<file path="src/rtl/mcc_pkg.sv">
`default_nettype none
package mcc_pkg;

    localparam int MAX_IN_COLS  = 256;
    localparam int MAX_CHANNELS = 4;
    localparam int MAX_MAPS     = 8;
    localparam int MAX_KERNEL   = 5;
    localparam int ROW_LIMIT    = 4096;

    localparam logic [1:0] CMD_PIXEL  = 2'd0;
    localparam logic [1:0] CMD_WEIGHT = 2'd1;
    localparam logic [1:0] CMD_BIAS   = 2'd2;

    localparam logic [2:0] REG_IN_ROWS     = 3'd0;
    localparam logic [2:0] REG_IN_COLS     = 3'd1;
    localparam logic [2:0] REG_IN_CHANNELS = 3'd2;
    localparam logic [2:0] REG_OUT_MAPS    = 3'd3;
    localparam logic [2:0] REG_KERNEL_ROWS = 3'd4;
    localparam logic [2:0] REG_KERNEL_COLS = 3'd5;
    localparam logic [2:0] REG_BIAS_ENABLE = 3'd6;

    typedef struct packed {
        logic valid;
        logic first;
        logic chan_first;
        logic last;
    } tap_ctl_t;

    function automatic int unsigned clampu(input int unsigned v, input int unsigned hi);
        int unsigned r;
        r = (v == 0) ? 1 : ((v > hi) ? hi : v);
        return r;
    endfunction

    function automatic int unsigned index_width(input int unsigned n);
        int unsigned r;
        r = (n > 1) ? $clog2(n) : 1;
        return r;
    endfunction

endpackage
`default_nettype wire

</file>
<file path="src/rtl/mcc_cell.sv">
`default_nettype none
module mcc_cell #(
    parameter int WDEPTH = 100,
    parameter int WAW    = 7,
    parameter int NCH    = 4,
    parameter int CW     = 2
) (
    input  wire logic               aclk,
    input  wire logic               aresetn,
    input  wire logic               bias_en,
    input  wire logic               w_we,
    input  wire logic [WAW-1:0]     w_addr,
    input  wire logic [15:0]        w_data,
    input  wire logic               b_we,
    input  wire logic [CW-1:0]      b_sel,
    input  wire logic [31:0]        b_data,
    input  wire mcc_pkg::tap_ctl_t  in_ctl,
    input  wire logic [15:0]        in_pix,
    input  wire logic [WAW-1:0]     in_addr,
    input  wire logic [CW-1:0]      in_fi,
    output mcc_pkg::tap_ctl_t       out_ctl,
    output logic      [15:0]        out_pix,
    output logic      [WAW-1:0]     out_addr,
    output logic      [CW-1:0]      out_fi,
    output logic      [47:0]        acc,
    output logic                    done
);

    logic [15:0]       wmem [WDEPTH];
    logic [15:0]       w_q_reg;
    logic [31:0]       bias_reg [NCH];
    logic [31:0]       bias1_reg;
    mcc_pkg::tap_ctl_t ctl1_reg, ctl2_reg;
    logic [15:0]       pix1_reg;
    logic [WAW-1:0]    addr1_reg;
    logic [CW-1:0]     fi1_reg;
    logic [31:0]       prod_reg;
    logic [31:0]       bterm_reg;
    logic [47:0]       acc_reg, acc_next;
    logic              done_reg;

    always_ff @(posedge aclk) begin
        if (w_we) begin
            wmem[w_addr] <= w_data;
        end
        w_q_reg <= wmem[in_addr];
    end

    always_ff @(posedge aclk) begin
        if (!aresetn) begin
            for (int i = 0; i < NCH; i++) begin
                bias_reg[i] <= 32'd0;
            end
        end else if (b_we) begin
            bias_reg[b_sel] <= b_data;
        end
    end

    always_ff @(posedge aclk) begin
        if (!aresetn) begin
            ctl1_reg <= '0;
            ctl2_reg <= '0;
            done_reg <= 1'b0;
        end else begin
            ctl1_reg <= in_ctl;
            ctl2_reg <= ctl1_reg;
            done_reg <= ctl2_reg.valid && ctl2_reg.last;
        end
    end

    always_ff @(posedge aclk) begin
        pix1_reg  <= in_pix;
        addr1_reg <= in_addr;
        fi1_reg   <= in_fi;
        bias1_reg <= bias_reg[in_fi];
        prod_reg  <= 32'($signed(pix1_reg) * $signed(w_q_reg));
        bterm_reg <= (ctl1_reg.chan_first && bias_en) ? bias1_reg : 32'd0;
        if (ctl2_reg.valid) begin
            acc_reg <= acc_next;
        end
    end

    always_comb begin
        acc_next = (ctl2_reg.first ? 48'd0 : acc_reg)
                 + {{16{prod_reg[31]}}, prod_reg}
                 + {{16{bterm_reg[31]}}, bterm_reg};
    end

    assign out_ctl  = ctl1_reg;
    assign out_pix  = pix1_reg;
    assign out_addr = addr1_reg;
    assign out_fi   = fi1_reg;
    assign acc      = acc_reg;
    assign done     = done_reg;

endmodule
`default_nettype wire

</file>
<file path="config.mk">
export PLATFORM = sky130hd
export DESIGN_NAME = mcc_cell
export DESIGN_NICKNAME = d
export VERILOG_FILES = /design/src/rtl/mcc_pkg.sv /design/src/rtl/mcc_cell.sv
export SDC_FILE = /design/constraint.sdc
export NUM_CORES = 2
export LEC_CHECK = 0
export BUFFER_PORTS_ARGS = -buffer_cell sky130_fd_sc_hd__buf_4
export CAP_MARGIN = 15
export CORE_UTILIZATION = 35
export DETAILED_ROUTE_END_ITERATION = 16
export GPL_TIMING_DRIVEN = 0
export PLACE_DENSITY = 0.56
export SYNTH_ARGS = -nofsm -noshare
export SYNTH_HDL_FRONTEND = slang
export SYNTH_SLANG_ARGS = --single-unit
</file>
<file path="constraint.sdc">
create_clock -name aclk -period 17.06 [get_ports aclk]
set_input_delay 1.706 -clock aclk [delete_from_list [all_inputs] [get_ports aclk]]
set_output_delay 1.706 -clock aclk [all_outputs]
set_load 0.005 [all_outputs]
</file>
==> qor.csv <==
metric;value;unit
synth_edf_count;1776;
yosysSeqAreaShare;66.1;%
grt.busiest_layer;met2;
clk_latency;0.90;ns
die_area;245000;µm²
critPathMaxFanout;10;
initial_core_util;35.3;%
fin_area;99700;µm²
port_buffers;166;
antenna_found_initial;16;
power_density;186;nW/µm²
synthArstFlopShare;0;%
path_cells;clkbuf_1, nand2_1, fa_1, fa_1, inv_1, fa_1, fa_1, fa_1, inv_1, fa_1, inv_1, ha_1, a211oi_1, o21ai_0, a221oi_1, a21oi_1, or4b_2, and3_1, a211oi_1;
ant_nets;0;
ys.flop_type;edfxtp_1;
syn_inst;4571;
setup_viol;0;
wl_per_cell;26.5;µm
rsz0062_at_grt;no;
syn_area;85100;µm²
grt_start_max_net_pins;101;
drt-pass1-iter-count;5;
drv_cap;0;
die_w;495;µm
cts_root_buffer;clkbuf_16;
grt_pass1_wl;322000;µm
grt_pass1_vias;45500;
cts_hold_buf;0;
post-cts-setup-buffers;0;
avgSynthCellArea;18.6;µm²
htree_levels;4;
max_stage_delay;0.73;ns
clkTransAtPathRegs;0.07;ns
cp_top_family;adder cells;
critPathLaunchType;flop;
multi_input_area;27100;µm²
fin_tns_setup;0;ns
arrival;8.02;ns
postCtsResizedCells;0;
largest_reg_flops;1600;
via_count;43700;
hold_violations;0;
status;completed;
required;17.81;ns
regToRegSetupSlack;9.79;ns
syn2layout_area_growth;17.1;%
cp-endpoint;prod_reg[31];
crit_start;out_pix[2];
grtUsageMet1;24.6;%
rr_endpoint;prod_reg[31];
track_usage;18.3;%
reg2reg_from;out_pix[2];
drive_gt1_share;25.2;%
core;241000;µm²
yosysWarnings;0;
ir_drop;0.528;mV
route.detailed.drc;0;
cts_buffers;200;
synth_cell_type_count;61;
gp_congestion;0.867;
syn_nets;5101;
hpwl;154000;µm
use_met3;3.66;%
fp.dieH;495;µm
clk_path_buf_depth;3;
fin_crit_sh;42.6;%
final_cell_mix;edfxtp_1 (1776), mux4_2 (544), fa_1 (310);
fin_worst_skew;0.123;ns
finalCriticalPeriod;7.27;ns
clock.fmax;0.138;GHz
clock-sinks;1921;
rows;180;
drtIter0Drc;4185;
viasPerCell;5.19;
final_common_cell;edfxtp_1;
cts_tree;built;
critPathKind;flop to flop;
worstSetupEndpointType;flop;
hold_path.class;flop to flop;
dpl_cell_area;92700;µm²
fin_nets;5589;
crit_path_top_delay_cell;or4b_2;
ios;169;
n_fill_cell;21400;
regArea;56200;µm²
timing.hold.ws;0.418;ns
worst_pin_slew;1.32;ns
ys_ff_latch;1921;
worstSetupPathDepth;19;
path_buf_inv;4;
grtUsageMet2;30.5;%
r2r_cells;19;
crit_top_cell;fa_1;
gr-total-overflow;0;
report.final.slew_viol_count;0;
drt_wl_total;223000;µm
relSlewSlack;11.8;%
power_leakage;34.3;nW
report_power, final:
part	switching [mW]	internal, mW	leakage [nW]
combinational	4.88	3.71	13.8
clock	1.90	2.52	3.25
sequential	0.102	5.47	17.3
cell usage after synthesis (all sizes together) (11+ instances only):
cell    number  area (µm²)
o21bai      11        82.6
a21o        36         270
nand3       30         150
buf         68         354
nor2b       63         394
nand2b      12        75.1
and2       232        1450
mux4       544       12300
and3        77         482
xor2        25         219
fa         310        6210
mux2        34         383
xnor2       52         455
nand2      179         672
clkbuf     147         552
nor2       151         567
a21oi       59         295
a211oi      13        97.6
edfxtp    1776       53300
dfxtp      145        2900
ha         129        1610
inv        302        1130
o21ai       46         230
nor3        22         110
worst register-to-register path: cells and delay by family (launching register included):
family / cells / cell delay, ns
AOI/OAI and AO/OA: 5 / 1.26
adders and majority gates: 7 / 3.33
buffers and inverters: 4 / 0.76
DFF: 1 / 0.69
and+or+nand+nor: 3 / 1.09
routing by layer:
layer	wire, µm	vias up
met1	93700	23400
met2	109000	1416
met5	84	-
met4	4740	14
met3	15000	300
li1	-	18600
worst min-delay path by stage:
stage / startpoint / end / slack [ns] / depth (start not counted)
3_3_place_gp: out_ctl[0] / ctl2_reg[0] / 0.45 / 1
5_1_grt: bias1_reg[2] / bterm_reg[2] / 0.42 / 1
2_1_floorplan: ctl2_reg[0] / done / 0.44 / 1
6_report: bias1_reg[2] / bterm_reg[2] / 0.42 / 1
4_1_cts: bias1_reg[2] / bterm_reg[2] / 0.41 / 1
3_5_place_dp: bias1_reg[22] / bterm_reg[22] / 0.45 / 1
layout make-up:
type	count	share of cell area, %
diodes	5	0.0126
plain buffers	215	0.910
clock buffers	253	5.38
clock inverters	115	1.38
inverters	302	1.14
multi-input cells	2133	27.2
flip-flops and latches	1921	56.4
well taps	3185	4.00
repair buffers	286	3.53
kinds of logic (layout without fill, tap and decap cells):
logic type | after synthesis | count (layout) | synth area share [%]
flops | 1921 | 1921 | 66.1
simple gates | 801 | 801 | 4.86
mux | 585 | 585 | 14.9
buf+inv | 517 | 1171 | 2.40
fa+ha+maj | 439 | 439 | 9.19
compound gates | 231 | 231 | 1.78
xor+xnor | 77 | 77 | 0.792
other cells | 0 | 5 | 0
stage by stage:
step                total power [mW]  util, %  worst slack [ns]  cells
detailed placement              14.3     38.4              9.79   8032
global placement                14.3     37.5              9.78   7922
floorplan                       12.1        -             10.94   4571
CTS                             18.8     41.2              9.66   8400
finish                          18.6     41.3              9.79   8415
global route                    20.2     41.3              9.45   8411
(Power assumes the default switching activity.)
